## src/design/ep0d_pkg.sv

```systemverilog
// ----------------------------------------------------------------------------
// ep0d_pkg
// Shared codes and constants for the endpoint zero descriptor responder.
// ----------------------------------------------------------------------------
`default_nettype none

package ep0d_pkg;

   // Item kinds carried on the mode field.
   localparam logic [1:0] MODE_PACKET    = 2'd0;
   localparam logic [1:0] MODE_READY     = 2'd1;
   localparam logic [1:0] MODE_BUS_RESET = 2'd2;

   // Received packet lengths with a meaning.
   localparam logic [6:0] RX_LEN_STATUS = 7'd0;
   localparam logic [6:0] RX_LEN_SETUP  = 7'd8;

   // Standard request codes.
   localparam logic [7:0] REQ_ASSIGN_ADDR = 8'd5;
   localparam logic [7:0] REQ_FETCH_DESC  = 8'd6;

   // Request type field, bits 6..5 of bmRequestType.
   localparam logic [1:0] REQ_TYPE_STANDARD = 2'd0;

   // Descriptor type codes in the high byte of wValue.
   localparam logic [7:0] DTYPE_DEVICE     = 8'h01;
   localparam logic [7:0] DTYPE_CONFIG     = 8'h02;
   localparam logic [7:0] DTYPE_STRING     = 8'h03;
   localparam logic [7:0] DTYPE_QUALIFIER  = 8'h06;
   localparam logic [7:0] DTYPE_HID_REPORT = 8'h22;

   // Descriptor select codes on the result.
   localparam logic [3:0] SEL_DEVICE    = 4'd0;
   localparam logic [3:0] SEL_CONFIG    = 4'd1;
   localparam logic [3:0] SEL_STRING0   = 4'd2;
   localparam logic [3:0] SEL_QUALIFIER = 4'd6;
   localparam logic [3:0] SEL_REPORT0   = 4'd7;
   localparam logic [3:0] SEL_REPORT1   = 4'd8;
   localparam logic [3:0] SEL_NONE      = 4'd9;

   // Configuration register indexes.
   localparam logic [2:0] CSR_MAX_PACKET    = 3'd0;
   localparam logic [2:0] CSR_DEVICE_LEN    = 3'd1;
   localparam logic [2:0] CSR_CONFIG_LEN    = 3'd2;
   localparam logic [2:0] CSR_STRING_LENS   = 3'd3;
   localparam logic [2:0] CSR_QUALIFIER_LEN = 3'd4;
   localparam logic [2:0] CSR_REPORT0_LEN   = 3'd5;
   localparam logic [2:0] CSR_REPORT1_LEN   = 3'd6;

   // Configuration reset values.
   localparam logic [6:0]  RST_MAX_PACKET    = 7'd64;
   localparam logic [7:0]  RST_DEVICE_LEN    = 8'd18;
   localparam logic [7:0]  RST_QUALIFIER_LEN = 8'd10;

endpackage : ep0d_pkg

`default_nettype wire

```

## src/design/usb_ep0_descriptor_responder.sv

```systemverilog
// ----------------------------------------------------------------------------
// usb_ep0_descriptor_responder
// Control endpoint zero responder for address and descriptor requests.
// ----------------------------------------------------------------------------
// Each req_ item is one endpoint event: a received packet (setup or status),
// an endpoint-ready event, or a bus reset. Every item gives exactly one rsp_
// item that says whether an IN chunk goes out now (descriptor, offset,
// length, last flag) and carries the address and status flag after the item.
// The event is decoded and the control state updated in the cycle the item
// is accepted; the result sits in the output register in the cycle after,
// and one item is taken every cycle while no result waits under rsp_stall.
// With the single output register, a new item is accepted while the held
// result is taken in the same cycle, and req_stall rises only while a result
// waits under rsp_stall. Configuration is written through csr_ and applies
// to the next item. A synchronous reset restores register defaults, closes
// the data stage, clears address and status and empties the output register.
// ----------------------------------------------------------------------------
`default_nettype none

module usb_ep0_descriptor_responder
   import ep0d_pkg::*;
(
   input  wire  logic        clock,
   input  wire  logic        reset,

   input  wire  logic        csr_write_enable,
   input  wire  logic [2:0]  csr_index,
   input  wire  logic [31:0] csr_write_data,

   input  wire  logic        req_valid,
   output       logic        req_stall,
   input  wire  logic [1:0]  req_mode,
   input  wire  logic [6:0]  req_rx_length,
   input  wire  logic [7:0]  req_request_type,
   input  wire  logic [7:0]  req_request_code,
   input  wire  logic [15:0] req_request_value,
   input  wire  logic [15:0] req_request_index,
   input  wire  logic [15:0] req_request_length,

   output       logic        rsp_valid,
   input  wire  logic        rsp_stall,
   output       logic        rsp_send_packet,
   output       logic [3:0]  rsp_descriptor_select,
   output       logic [15:0] rsp_byte_offset,
   output       logic [6:0]  rsp_packet_length,
   output       logic        rsp_last_packet,
   output       logic [6:0]  rsp_device_address,
   output       logic        rsp_status_done
);

   // Configuration registers.
   logic [6:0]  max_packet_ff;
   logic [7:0]  device_len_ff;
   logic [15:0] config_len_ff;
   logic [31:0] string_lens_ff;
   logic [7:0]  qualifier_len_ff;
   logic [15:0] report0_len_ff;
   logic [15:0] report1_len_ff;

   // Control state.
   logic [3:0]  desc_ff,    desc_in;
   logic [15:0] remain_ff,  remain_in;
   logic [15:0] offset_ff,  offset_in;
   logic        stage_ff,   stage_in;
   logic        status_ff,  status_in;
   logic [6:0]  address_ff, address_in;

   // Output register.
   logic        rsp_valid_ff, rsp_valid_in;
   logic        send_ff,      send_in;
   logic [3:0]  sel_ff,       sel_in;
   logic [15:0] boff_ff,      boff_in;
   logic [6:0]  plen_ff,      plen_in;
   logic        last_ff,      last_in;

   logic        req_accept;
   logic        is_setup;
   logic        is_standard;
   logic        get_desc;
   logic [7:0]  dtype;
   logic [7:0]  dsub;
   logic        sel_ok;
   logic [3:0]  sel_code;
   logic [15:0] sel_len;
   logic [15:0] sel_remain;
   logic [3:0]  cur_desc;
   logic [15:0] cur_remain;
   logic [15:0] cur_offset;
   logic        do_send;
   logic        chunk_full;
   logic [6:0]  chunk_len;
   logic        chunk_last;

   assign req_stall  = rsp_valid_ff & rsp_stall;
   assign req_accept = req_valid & ~req_stall;

   always_ff @(posedge clock) begin
      if (reset) begin
         max_packet_ff    <= RST_MAX_PACKET;
         device_len_ff    <= RST_DEVICE_LEN;
         config_len_ff    <= '0;
         string_lens_ff   <= '0;
         qualifier_len_ff <= RST_QUALIFIER_LEN;
         report0_len_ff   <= '0;
         report1_len_ff   <= '0;
      end else if (csr_write_enable) begin
         unique case (csr_index)
            CSR_MAX_PACKET:    max_packet_ff    <= csr_write_data[6:0];
            CSR_DEVICE_LEN:    device_len_ff    <= csr_write_data[7:0];
            CSR_CONFIG_LEN:    config_len_ff    <= csr_write_data[15:0];
            CSR_STRING_LENS:   string_lens_ff   <= csr_write_data;
            CSR_QUALIFIER_LEN: qualifier_len_ff <= csr_write_data[7:0];
            CSR_REPORT0_LEN:   report0_len_ff   <= csr_write_data[15:0];
            CSR_REPORT1_LEN:   report1_len_ff   <= csr_write_data[15:0];
            default: ;
         endcase
      end
   end

   assign is_setup    = (req_mode == MODE_PACKET) && (req_rx_length == RX_LEN_SETUP);
   assign is_standard = (req_request_type[6:5] == REQ_TYPE_STANDARD);
   assign get_desc    = is_setup && is_standard && (req_request_code == REQ_FETCH_DESC);
   assign dtype       = req_request_value[15:8];
   assign dsub        = req_request_value[7:0];

   // Descriptor decode from wValue and wIndex.
   always_comb begin
      sel_ok   = 1'b1;
      sel_code = SEL_NONE;
      sel_len  = '0;
      case (dtype)
         DTYPE_DEVICE: begin
            sel_code = SEL_DEVICE;
            sel_len  = {8'd0, device_len_ff};
         end
         DTYPE_CONFIG: begin
            sel_code = SEL_CONFIG;
            sel_len  = config_len_ff;
         end
         DTYPE_STRING: begin
            sel_ok   = (dsub[7:2] == 6'd0);
            sel_code = SEL_STRING0 + {2'd0, dsub[1:0]};
            case (dsub[1:0])
               2'd0:    sel_len = {8'd0, string_lens_ff[7:0]};
               2'd1:    sel_len = {8'd0, string_lens_ff[15:8]};
               2'd2:    sel_len = {8'd0, string_lens_ff[23:16]};
               default: sel_len = {8'd0, string_lens_ff[31:24]};
            endcase
         end
         DTYPE_QUALIFIER: begin
            sel_code = SEL_QUALIFIER;
            sel_len  = {8'd0, qualifier_len_ff};
         end
         DTYPE_HID_REPORT: begin
            if (req_request_index[7:0] == 8'd0) begin
               sel_code = SEL_REPORT0;
               sel_len  = report0_len_ff;
            end else begin
               sel_code = SEL_REPORT1;
               sel_len  = report1_len_ff;
            end
         end
         default: sel_ok = 1'b0;
      endcase
   end

   assign sel_remain = (sel_len < req_request_length) ? sel_len : req_request_length;

   // An unknown descriptor leaves the stale pointer and count in place.
   assign cur_desc   = (get_desc && sel_ok) ? sel_code   : desc_ff;
   assign cur_remain = (get_desc && sel_ok) ? sel_remain : remain_ff;
   assign cur_offset = (get_desc && sel_ok) ? 16'd0      : offset_ff;

   assign do_send    = get_desc || ((req_mode == MODE_READY) && stage_ff);
   assign chunk_full = cur_remain > {9'd0, max_packet_ff};
   assign chunk_len  = chunk_full ? max_packet_ff : cur_remain[6:0];
   assign chunk_last = ~chunk_full;

   always_comb begin
      desc_in    = desc_ff;
      remain_in  = remain_ff;
      offset_in  = offset_ff;
      stage_in   = stage_ff;
      status_in  = status_ff;
      address_in = address_ff;
      if (req_accept) begin
         if ((req_mode == MODE_PACKET) && (req_rx_length == RX_LEN_STATUS)) begin
            status_in = 1'b1;
         end
         if (is_setup) begin
            status_in = 1'b0;
            stage_in  = 1'b1;
            if (is_standard && (req_request_code == REQ_ASSIGN_ADDR)) begin
               address_in = req_request_value[6:0];
            end
         end
         if (req_mode == MODE_BUS_RESET) begin
            address_in = '0;
         end
         if (do_send) begin
            desc_in   = cur_desc;
            remain_in = chunk_full ? (cur_remain - {9'd0, max_packet_ff}) : 16'd0;
            offset_in = cur_offset + {9'd0, chunk_len};
            if (chunk_last) begin
               stage_in = 1'b0;
            end
         end
      end
   end

   always_comb begin
      rsp_valid_in = rsp_valid_ff & rsp_stall;
      send_in      = send_ff;
      sel_in       = sel_ff;
      boff_in      = boff_ff;
      plen_in      = plen_ff;
      last_in      = last_ff;
      if (req_accept) begin
         rsp_valid_in = 1'b1;
         send_in      = do_send;
         sel_in       = do_send ? cur_desc   : SEL_NONE;
         boff_in      = do_send ? cur_offset : 16'd0;
         plen_in      = do_send ? chunk_len  : 7'd0;
         last_in      = do_send & chunk_last;
      end
   end

   always_ff @(posedge clock) begin
      if (reset) begin
         desc_ff      <= SEL_NONE;
         remain_ff    <= '0;
         offset_ff    <= '0;
         stage_ff     <= 1'b0;
         status_ff    <= 1'b0;
         address_ff   <= '0;
         rsp_valid_ff <= 1'b0;
      end else begin
         desc_ff      <= desc_in;
         remain_ff    <= remain_in;
         offset_ff    <= offset_in;
         stage_ff     <= stage_in;
         status_ff    <= status_in;
         address_ff   <= address_in;
         rsp_valid_ff <= rsp_valid_in;
      end
   end

   always_ff @(posedge clock) begin
      send_ff <= send_in;
      sel_ff  <= sel_in;
      boff_ff <= boff_in;
      plen_ff <= plen_in;
      last_ff <= last_in;
   end

   assign rsp_valid             = rsp_valid_ff;
   assign rsp_send_packet       = send_ff;
   assign rsp_descriptor_select = sel_ff;
   assign rsp_byte_offset       = boff_ff;
   assign rsp_packet_length     = plen_ff;
   assign rsp_last_packet       = last_ff;
   assign rsp_device_address    = address_ff;
   assign rsp_status_done       = status_ff;

   // The final chunk of a transfer closes the data stage.
   a_last_closes_stage: assert property (@(posedge clock) disable iff (reset)
      (req_accept && do_send && chunk_last) |=> !stage_ff)
      else $error("data stage still open after final chunk");

   // A bus reset item reports a cleared address.
   a_bus_reset_clears_address: assert property (@(posedge clock) disable iff (reset)
      (req_accept && (req_mode == MODE_BUS_RESET))
         |=> (rsp_valid && (rsp_device_address == 7'd0)))
      else $error("address not cleared by bus reset");

   // A chunk that is not final is always a full packet.
   a_short_chunk_is_last: assert property (@(posedge clock) disable iff (reset)
      (req_accept && do_send && !chunk_last)
         |=> (rsp_send_packet && (rsp_packet_length == $past(max_packet_ff))))
      else $error("non-final chunk shorter than max packet");

endmodule : usb_ep0_descriptor_responder

`default_nettype wire

```

## config.mk

```make
export PLATFORM = sky130hd
export DESIGN_NAME = usb_ep0_descriptor_responder
export DESIGN_NICKNAME = d
export VERILOG_FILES = /design/src/design/ep0d_pkg.sv /design/src/design/usb_ep0_descriptor_responder.sv
export SDC_FILE = /design/constraint.sdc
export NUM_CORES = 1
export LEC_CHECK = 0
export BUFFER_PORTS_ARGS = -buffer_cell sky130_fd_sc_hd__clkbuf_2
export CAP_MARGIN = 20
export CORE_ASPECT_RATIO = 1.25
export CORE_MARGIN = 5
export CORE_UTILIZATION = 30
export DETAILED_ROUTE_END_ITERATION = 8
export PLACE_DENSITY = 0.51
export SETUP_SLACK_MARGIN = 0.02
export SLEW_MARGIN = 10
export SYNTH_ARGS = -nofsm -noshare
export SYNTH_HDL_FRONTEND = slang
export SYNTH_SLANG_ARGS = --single-unit
```

## constraint.sdc

```tcl
create_clock -name clock -period 9.55 [get_ports clock]
set_input_delay 0.955 -clock clock [delete_from_list [all_inputs] [get_ports clock]]
set_output_delay 0.955 -clock clock [all_outputs]
set_load 0.02 [all_outputs]
```

## After elaboration in Yosys (flattened, before gate mapping)

Cells that the tools add are included.

- Register bits: 178
- Word-level logic and storage cells: 97

- Add/subtract/negate cells: 3
- Magnitude comparators: 2
- Eq/ne operators: 18
- Mux-type cells: 21
- Bitwise logic cells: 5
- Reductions and logical operators: 29

Operator list:

| cell | number |
|---|---|
| 2-to-1 mux 16 bit | 5 |
| one-hot mux 16 bit (5 select lines) | 1 |
| 2-to-1 mux 7 bit | 4 |
| equality test 8 x 3 -> 1 bit, second input constant | 3 |
| one-hot mux 8 bit (3 select lines) | 1 |
| one-hot mux 4 bit (5 select lines) | 1 |
| AND reduction 2 bit | 9 |
| adder 16 x 7 -> 16 bit | 1 |
| equality test 8 x 2 -> 1 bit, second input constant | 2 |
| greater-than comparator 16 x 7 -> 1 bit | 1 |
| < comparator 16 bit | 1 |
| subtractor 16 x 7 -> 16 bit | 1 |
| equality test 3 bit, second input constant | 3 |
| equality test 8 x 1 -> 1 bit, second input constant | 1 |
| equality test 8 x 6 -> 1 bit, second input constant | 1 |
| logical NOT 8 bit | 1 |
| 2-to-1 mux 4 bit | 2 |
| equality test 7 x 4 -> 1 bit, second input constant | 1 |
| logical AND 1 bit | 7 |
| logical NOT 7 bit | 1 |
| equality test 3 x 2 -> 1 bit, second input constant | 2 |
| logical NOT 2 bit | 3 |
| logical NOT 6 bit | 1 |
| 2-to-1 mux 1 bit | 6 |
| other kinds (12) | 19 |

## Logic depth before layout (Yosys ltp)

Gate-level depths: netlist of the first run.

- Depth after elaboration: 9
- Mapped depth: 42

## Worst setup path after synthesis of the first run

No wires, ideal clock.

- Path kind: in2reg
- Start: input port req_request_value[11]
- End: register offset_ff[9]
- Setup time: 0.065 ns
- Arrival time: 8.301 ns
- Slack: 1.184 ns
- Cell stages on the path: 39
- Buffers on the path: 4
- Path through: or4_4 > buf_6 > nor4_1 > buf_2 > a222oi_1 > o21ai_0 > ha_1 > a211oi_1 > and2_1 > a31oi_2 > nor2_1 > clkbuf_1 > o21ai_0 > o21ai_0 > inv_1 > ha_1 > fa_1 > nor2b_1 > [3 not listed] > a21boi_0 > o22ai_1 > o211a_1 > nand3b_4 > buf_6 > mux2i_1 > inv_1 > ha_1 > a21o_1 > a21oi_1 > o21bai_1 > a21oi_1 > o21bai_1 > a21oi_1 > nor2_1 > nand3_1 > mux2_2 > nor2_1

- Cells in the longest elaborated chain, start to end: 8

Ends and longest elaborated chain:

| what | line | RTL |
|---|---|---|
| start: declaration | usb_ep0_descriptor_responder.sv:36 | `input wire logic [15:0] req_request_value,` |
| equality test 8 x 6 -> 1 bit (tied with other cells) | usb_ep0_descriptor_responder.sv:131 | `case (dtype)` |
| one-hot mux 16 bit (5 select lines) / OR reduction 4 bit (equally long branches) | -- |  |
| < comparator 16 bit / one-hot mux 1 bit (2 select lines) (equally long branches) | usb_ep0_descriptor_responder.sv:167, usb_ep0_descriptor_responder.sv:131 |  |
| 2-to-1 mux 16 bit / logical AND 1 bit (equally long branches) | usb_ep0_descriptor_responder.sv:167, usb_ep0_descriptor_responder.sv:171 |  |
| 2-to-1 mux 16 bit (*) | usb_ep0_descriptor_responder.sv:171 | `assign cur_remain = (get_desc && sel_ok) ? sel_remain : remain_ff;` |
| greater-than comparator 16 x 7 -> 1 bit | usb_ep0_descriptor_responder.sv:175 | `assign chunk_full = cur_remain > {9'd0, max_packet_ff};` |
| 2-to-1 mux 7 bit (*) | usb_ep0_descriptor_responder.sv:176 | `assign chunk_len = chunk_full ? max_packet_ff : cur_remain[6:0];` |
| via chunk_len[1] | usb_ep0_descriptor_responder.sv:91 | `logic [6:0] chunk_len;` |
| adder 16 x 7 -> 16 bit (*) | usb_ep0_descriptor_responder.sv:203 | `offset_in = cur_offset + {9'd0, chunk_len};` |
| end signal: assignment | usb_ep0_descriptor_responder.sv:240 | `offset_ff <= offset_in;` |
| end: declaration | usb_ep0_descriptor_responder.sv:63 | `logic [15:0] offset_ff, offset_in;` |

The timed path passes the listed nets; every way through them passes the cells marked *.
A chain may end at the register's enable or synchronous reset.

## Worst setup path in the final report of the first run

- Start: input port req_request_value[10]
- End: register offset_ff[14]

The elaborated chain is that of the path after synthesis.

==> results of run 1 <==
-- routing by layer --
metal,part of all wire,global-route usage,vias up
met4,0.025,0.0485,0
li1,-,-,4225
met3,0.043,0.0274,32
met1,0.44,0.188,3828
met5,0,0,-
met2,0.49,0.272,173
-- how the worst max path moves through the flow --
stage | endpoint | slack, ns | cells past startpoint
4_1_cts | offset_ff[14] | 0.73 | 37
3_5_place_dp | offset_ff[14] | 0.30 | 37
5_1_grt | offset_ff[14] | 0.08 | 36
3_3_place_gp | offset_ff[14] | 0.37 | 37
2_1_floorplan | offset_ff[9] | 1.18 | 39
6_report | offset_ff[14] | 0.68 | 37
-- cell families (layout without fill, tap and decap cells) --
family                   after synthesis  after routing
AND/OR/NAND/NOR                      510            510
XOR/XNOR                              14             14
flip-flops                           178            178
multiplexers                          29             29
buffers and inverters                 96            235
AO/OA/AOI/OAI                        281            281
adder cells (fa/ha/maj)               31             31
-- synth_stat cells, types with 12 or more instances --
| master | instances |
|---|---|
| inv_1 | 38 |
| nand2_1 | 288 |
| nor2_1 | 74 |
| nand3_1 | 28 |
| o21ai_0 | 48 |
| ha_1 | 29 |
| a22oi_1 | 13 |
| edfxtp_1 | 29 |
| nor3_1 | 13 |
| and3_1 | 18 |
| dfxtp_1 | 149 |
| a21oi_1 | 153 |
| nand2b_1 | 12 |
| clkbuf_1 | 52 |
| nor4_1 | 12 |
-- cell type report --
| type | count | area [µm²] |
|---|---|---|
| clock inverters | 15 | 148 |
| inverters | 38 | 143 |
| well taps | 401 | 502 |
| clock buffers | 17 | 425 |
| flip-flops and latches | 178 | 3850 |
| fillers | 3248 | 19200 |
| repair buffers | 165 | 911 |
| multi-input cells | 865 | 4990 |
-- flip-flops by register name (all words and copies together) (netlist names) --
register / count
desc_ff: 4
rsp_status_done: 1
remain_ff: 16
rsp_valid: 1
rsp_device_address: 7
offset_ff: 16
max_packet_ff: 7
stage_ff: 1
rsp_last_packet: 1
rsp_packet_length: 7
rsp_send_packet: 1
report0_len_ff: 16
qualifier_len_ff: 8
rsp_descriptor_select: 4
report1_len_ff: 16
rsp_byte_offset: 16
device_len_ff: 8
string_lens_ff: 32
config_len_ff: 16
-- report_power, final --
part	leakage (nW)	total, mW	internal, mW	switching [mW]
logic	2.54	0.126	0.0451	0.0809
registers	1.49	0.783	0.776	0.00657
clock network	0.270	0.683	0.346	0.338
-- worst max-delay path: cells and delay by family --
kind,cells,cell delay [ns]
AOI/OAI and AO/OA,19,3.37
buffers and inverters,4,0.65
muxes,1,0.27
adders and majority gates,4,1.28
and+or+nand+nor,9,2.68
==> impl_metrics.csv, run 1 <==
group,metric,value,unit
timing,finalClockSkew,0.0127,ns
setup_path,cpMostUsedCell,"o21ai_0",
clocking,cts_tree,"built",
setup_path,crit_path_start,"req_request_value[10]",
finish,antenna_cells,0,
timing,slew_headroom,0.269,
yosys,synth-compound-area-share,0.182,
yosys,synth_top_area_frac,0.323,
outcome,status,"completed",
grt,grt_pass1_wl,42.3,mm
yosys,synth_seq_cells,178,
timing,max_freq,113,MHz
setup_path,cpMaxStageDelayCell,"or4bb_1",
clocking,holdBufCountCts,0,
grt,grt_max_degree,103,
yosys,synth_warnings,0,
finish,final_cells,1679,
yosys,yosys.cell_types.count,77,
yosys,synthArstFlopShare,0,
grt,grt_use_total,0.153,
placement,placed_cells,1647,
timing,fin_hold_ws,0.455,ns
clocking,clock-root-buffer,"clkbuf_16",
finish,nets,1409,
detailed_routing,postRouteAntennaNets,0,
timing,finalCriticalPeriod,8.87,ns
min_path,whs_endpoint,"string_lens_ff[1]",
clocking,clock_latency,0.44,ns
yosys,synth-simple-area-share,0.254,
setup_path,r2r.worst_path.cells,35,
detailed_routing,routed_via_density,4.92,
yosys,yosysTopAreaCell,"dfxtp_1",
floorplan,start_util,0.306,
setup_path,crit_fanout,13,
min_path,min_from,"string_lens_ff[1]",
setup_path,rr_startpoint,"string_lens_ff[27]",
finish,area_growth,18.9,%
setup_path,critical_path_arrival,9.22,ns
floorplan,io_pins,152,
finish,drive_gt1_frac,0.192,
yosys,synth_top_family_by_area,"simple AND/OR/NAND/NOR gates",
finish,postLayoutCoreUtil,0.363,
floorplan,row_count,71,
placement,place_congestion,0.820,
placement,dp_slack,0.300,ns
yosys,synth_seq_area_share,0.418,
floorplan,fp.dieW,167,µm
clocking,cts_resized,0,
detailed_routing,wl_per_cell,16.0,µm
timing,finalMaxSlewViolations,0,
timing,tns,0,ns
timing,worstMarginPinSlew,1.10,ns
setup_path,cp-end-kind,"flop",
clocking,h-tree-depth,4,
yosys,synth_area_leaders,"dfxtp_1 (32%), nand2_1 (12%), edfxtp_1 (9.4%)",
clocking,cts_max_path_buffers,2,
timing,worst_slack,0.678,ns
floorplan,core-area,0.0302,mm²
power_and_ir_drop,powerDensity,145,mW/mm²
yosys,muxShareOfSynthArea,0.0466,
yosys,synthCells,1139,
placement,placed_area,0.0104,mm²
setup_path,rr_endpoint,"offset_ff[14]",
grt,antenna_found_initial,0,
detailed_routing,first_pass_iters,5,
yosys,synth_top_flop_cell,"dfxtp_1",
detailed_routing,drc,0,
grt,grt_pass1_vias,7955,
setup_path,slowest_delay,0.65,ns
yosys,synth_edf_count,29,
timing,period_share,0.929,
floorplan,dieArea,0.0344,mm²
grt,grt_overflow_total,0,
clocking,cts.sinks,178,
placement,hpwl,20.2,mm
clocking,cts_setup_buffers,0,
yosys,synth_area,0.00923,mm²
finish,layout_commonest_cell,"nand2_1",
power_and_ir_drop,ir_drop,0.102,mV
detailed_routing,drtIter0Drc,484,
min_path,min_path_type,"flop to flop",
power_and_ir_drop,power_leakage,4.30,nW
power_and_ir_drop,power,1.59,mW
yosys,syn_nets,1283,
timing,hold_violations,0,
setup_path,path_class,"input port to flop",
clocking,numCtsBuffers,17,
min_path,whs_path_depth,2,
placement,numPortBuffers,137,
yosys,synth-adder-area-share,0.0437,
flow_run,drv_cap,0,
setup_path,reg2reg_slack,1.41,ns
detailed_routing,vias,8258,
setup_path,crit_required,9.90,ns
yosys,synth_area_per_cell,8.10,µm²
finish,final_cell_area,0.0110,mm²
timing,setup_viol,0,
finish,final_cell_mix,"nand2_1 (288), a21oi_1 (153), dfxtp_1 (149)",
detailed_routing,routed_wl,26.9,mm
timing,rsz0062_at_grt,"no",
floorplan,die_h,206,µm
yosys,synth_xor_xnor_area_share,0.0133,
clocking,path_clk_slew,0.08,ns
setup_path,critPathLaunchType,"input port",
(Power assumes the default switching activity.)
==> run 2: changes to the inputs <==
Settings changed: CORE_ASPECT_RATIO 1.25 to 2.
==> impl_metrics.csv, run 2 (synthesis results as in run 1) <==
group,metric,value,unit
setup_path,crit_family,"compound AO/OA/AOI/OAI gates",
min_path,min_from,"string_lens_ff[18]",
timing,worstMarginPinSlew,1.06,ns
clocking,clock_latency,0.45,ns
timing,fin_hold_ws,0.454,ns
flow_run,drv_cap,0,
floorplan,core-area,0.0306,mm²
setup_path,crit_fanout,9,
finish,antenna_cells,0,
floorplan,io_pins,152,
timing,hold_violations,0,
floorplan,fp.dieW,134,µm
power_and_ir_drop,powerDensity,148,mW/mm²
grt,grt_overflow_total,0,
setup_path,r2r.worst_path.cells,37,
finish,area_growth,19.0,%
finish,largest_reg_flops,32,
finish,final_cells,1654,
detailed_routing,first_pass_iters,5,
placement,numPortBuffers,137,
setup_path,cpMostUsedCell,"o21ai_0",
placement,placed_cells,1621,
detailed_routing,routed_via_density,5.19,
setup_path,rr_startpoint,"string_lens_ff[27]",
detailed_routing,wl_per_cell,17.0,µm
min_path,min_path_type,"flop to flop",
placement,place_congestion,0.876,
timing,finalMaxSlewViolations,0,
power_and_ir_drop,power_leakage,4.34,nW
finish,final_cell_mix,"nand2_1 (288), a21oi_1 (153), dfxtp_1 (149)",
timing,finalCriticalPeriod,8.48,ns
setup_path,cp-end-kind,"flop",
timing,setup_viol,0,
clocking,cts.sinks,178,
grt,antenna_found_initial,0,
timing,period_share,0.888,
timing,slew_headroom,0.290,
timing,finalClockSkew,0.0114,ns
detailed_routing,routed_wl,28.1,mm
clocking,cts_setup_buffers,0,
grt,grt_pass1_vias,8518,
floorplan,row_count,91,
clocking,cts_resized,0,
timing,max_freq,118,MHz
detailed_routing,vias,8582,
power_and_ir_drop,ir_drop,0.134,mV
power_and_ir_drop,p_sw_frac,0.263,
setup_path,rr_endpoint,"offset_ff[9]",
power_and_ir_drop,power_frac_clock,0.438,
grt,grt_use_total,0.164,
timing,rsz0062_at_grt,"no",
power_and_ir_drop,power,1.62,mW
clocking,numCtsBuffers,17,
clocking,clock-root-buffer,"clkbuf_16",
grt,grt_pass1_wl,45.1,mm
min_path,whs_path_depth,2,
power_and_ir_drop,combinationalPowerShare,0.078,
floorplan,die_h,258,µm
finish,nets,1413,
placement,hpwl,20.8,mm
clocking,holdBufCountCts,0,
setup_path,reg2reg_slack,1.84,ns
grt,grt_max_degree,75,
floorplan,dieArea,0.0346,mm²
finish,layout_commonest_cell,"nand2_1",
outcome,status,"completed",
power_and_ir_drop,pwr-share-seq,0.483,
setup_path,critPathLaunchType,"input port",
clocking,cts_max_path_buffers,2,
finish,drive_gt1_frac,0.196,
timing,tns,0,ns
detailed_routing,drc,0,
detailed_routing,drtIter0Drc,658,
clocking,path_clk_slew,0.08,ns
finish,regMostFlops,"string_lens_ff",
detailed_routing,postRouteAntennaNets,0,
setup_path,crit_required,9.93,ns
setup_path,path_buf_inv,3,
power_and_ir_drop,power.switching,0.427,mW
finish,postLayoutCoreUtil,0.359,
floorplan,start_util,0.301,
power_and_ir_drop,intPower,1.19,mW
setup_path,critical_path_arrival,8.86,ns
setup_path,slowest_delay,0.62,ns
clocking,cts_tree,"built",
min_path,whs_endpoint,"string_lens_ff[18]",
clocking,h-tree-depth,4,
setup_path,cpMaxStageDelayCell,"or4bb_1",
setup_path,path_class,"input port to flop",
==> run 2: cell count changes in the layout (fill, tap and decap cells not counted), sizes merged <==
cell | before | now
buf | 29 | 32
clkinvlp | 3 | 1
bufinv | 0 | 1
clkbuf | 153 | 154
inv | 44 | 45
==> run 2: stage by stage <==
stage                     worst slack (ns)  cell area [µm²]
after floorplan                       1.18             9230
after global placement               0.745            10400
after detailed placement             0.653            10400
after CTS                             1.10            11000
after global routing                 0.343            11000
final                                 1.07            11000
==> run 2: per-layer routing <==
metal,GRT usage,vias up,share of wire
met1,0.210,4053,0.44
met2,0.273,259,0.48
met4,0.0481,0,0.019
met3,0.0384,32,0.055
met5,0,-,0
li1,-,4238,-
==> run 2: tightest hold or removal path, cell delays in order, from the launching register on <==
cell	delay, ns
dfxtp_1	0.31
nand2_1	0.05
a21oi_1	0.05
==> run 2: how the worst max path moves through the flow <==
stage / startpoint / end / slack (ns) / depth (start not counted)
after detailed placement: req_request_value[10] / offset_ff[9] / 0.65 / 37
final: req_request_value[10] / offset_ff[9] / 1.07 / 37
after global routing: req_request_value[10] / offset_ff[9] / 0.34 / 39
after CTS: req_request_value[10] / offset_ff[9] / 1.10 / 37
after global placement: req_request_value[11] / offset_ff[9] / 0.74 / 37
after floorplan: req_request_value[11] / offset_ff[9] / 1.18 / 39
==> run 2: layout make-up <==
| cell class | instances | area (µm²) |
|---|---|---|
| fillers | 3144 | 19600 |
| repair buffers | 169 | 933 |
| clock buffers | 17 | 425 |
| multi-input cells | 865 | 4990 |
| clock inverters | 15 | 171 |
| well taps | 372 | 465 |
| flip-flops and latches | 178 | 3850 |
| inverters | 38 | 143 |
==> run 2: power by group through the flow <==
| stage | registers [mW] | logic, mW | clock network (mW) |
|---|---|---|---|
| after global placement | 0.801 | 0.125 | 0 |
| after global routing | 0.785 | 0.141 | 0.766 |
| after floorplan | 0.807 | 0.0617 | 0 |
| after CTS | 0.784 | 0.128 | 0.730 |
| after detailed placement | 0.801 | 0.128 | 0 |
| final | 0.783 | 0.127 | 0.711 |
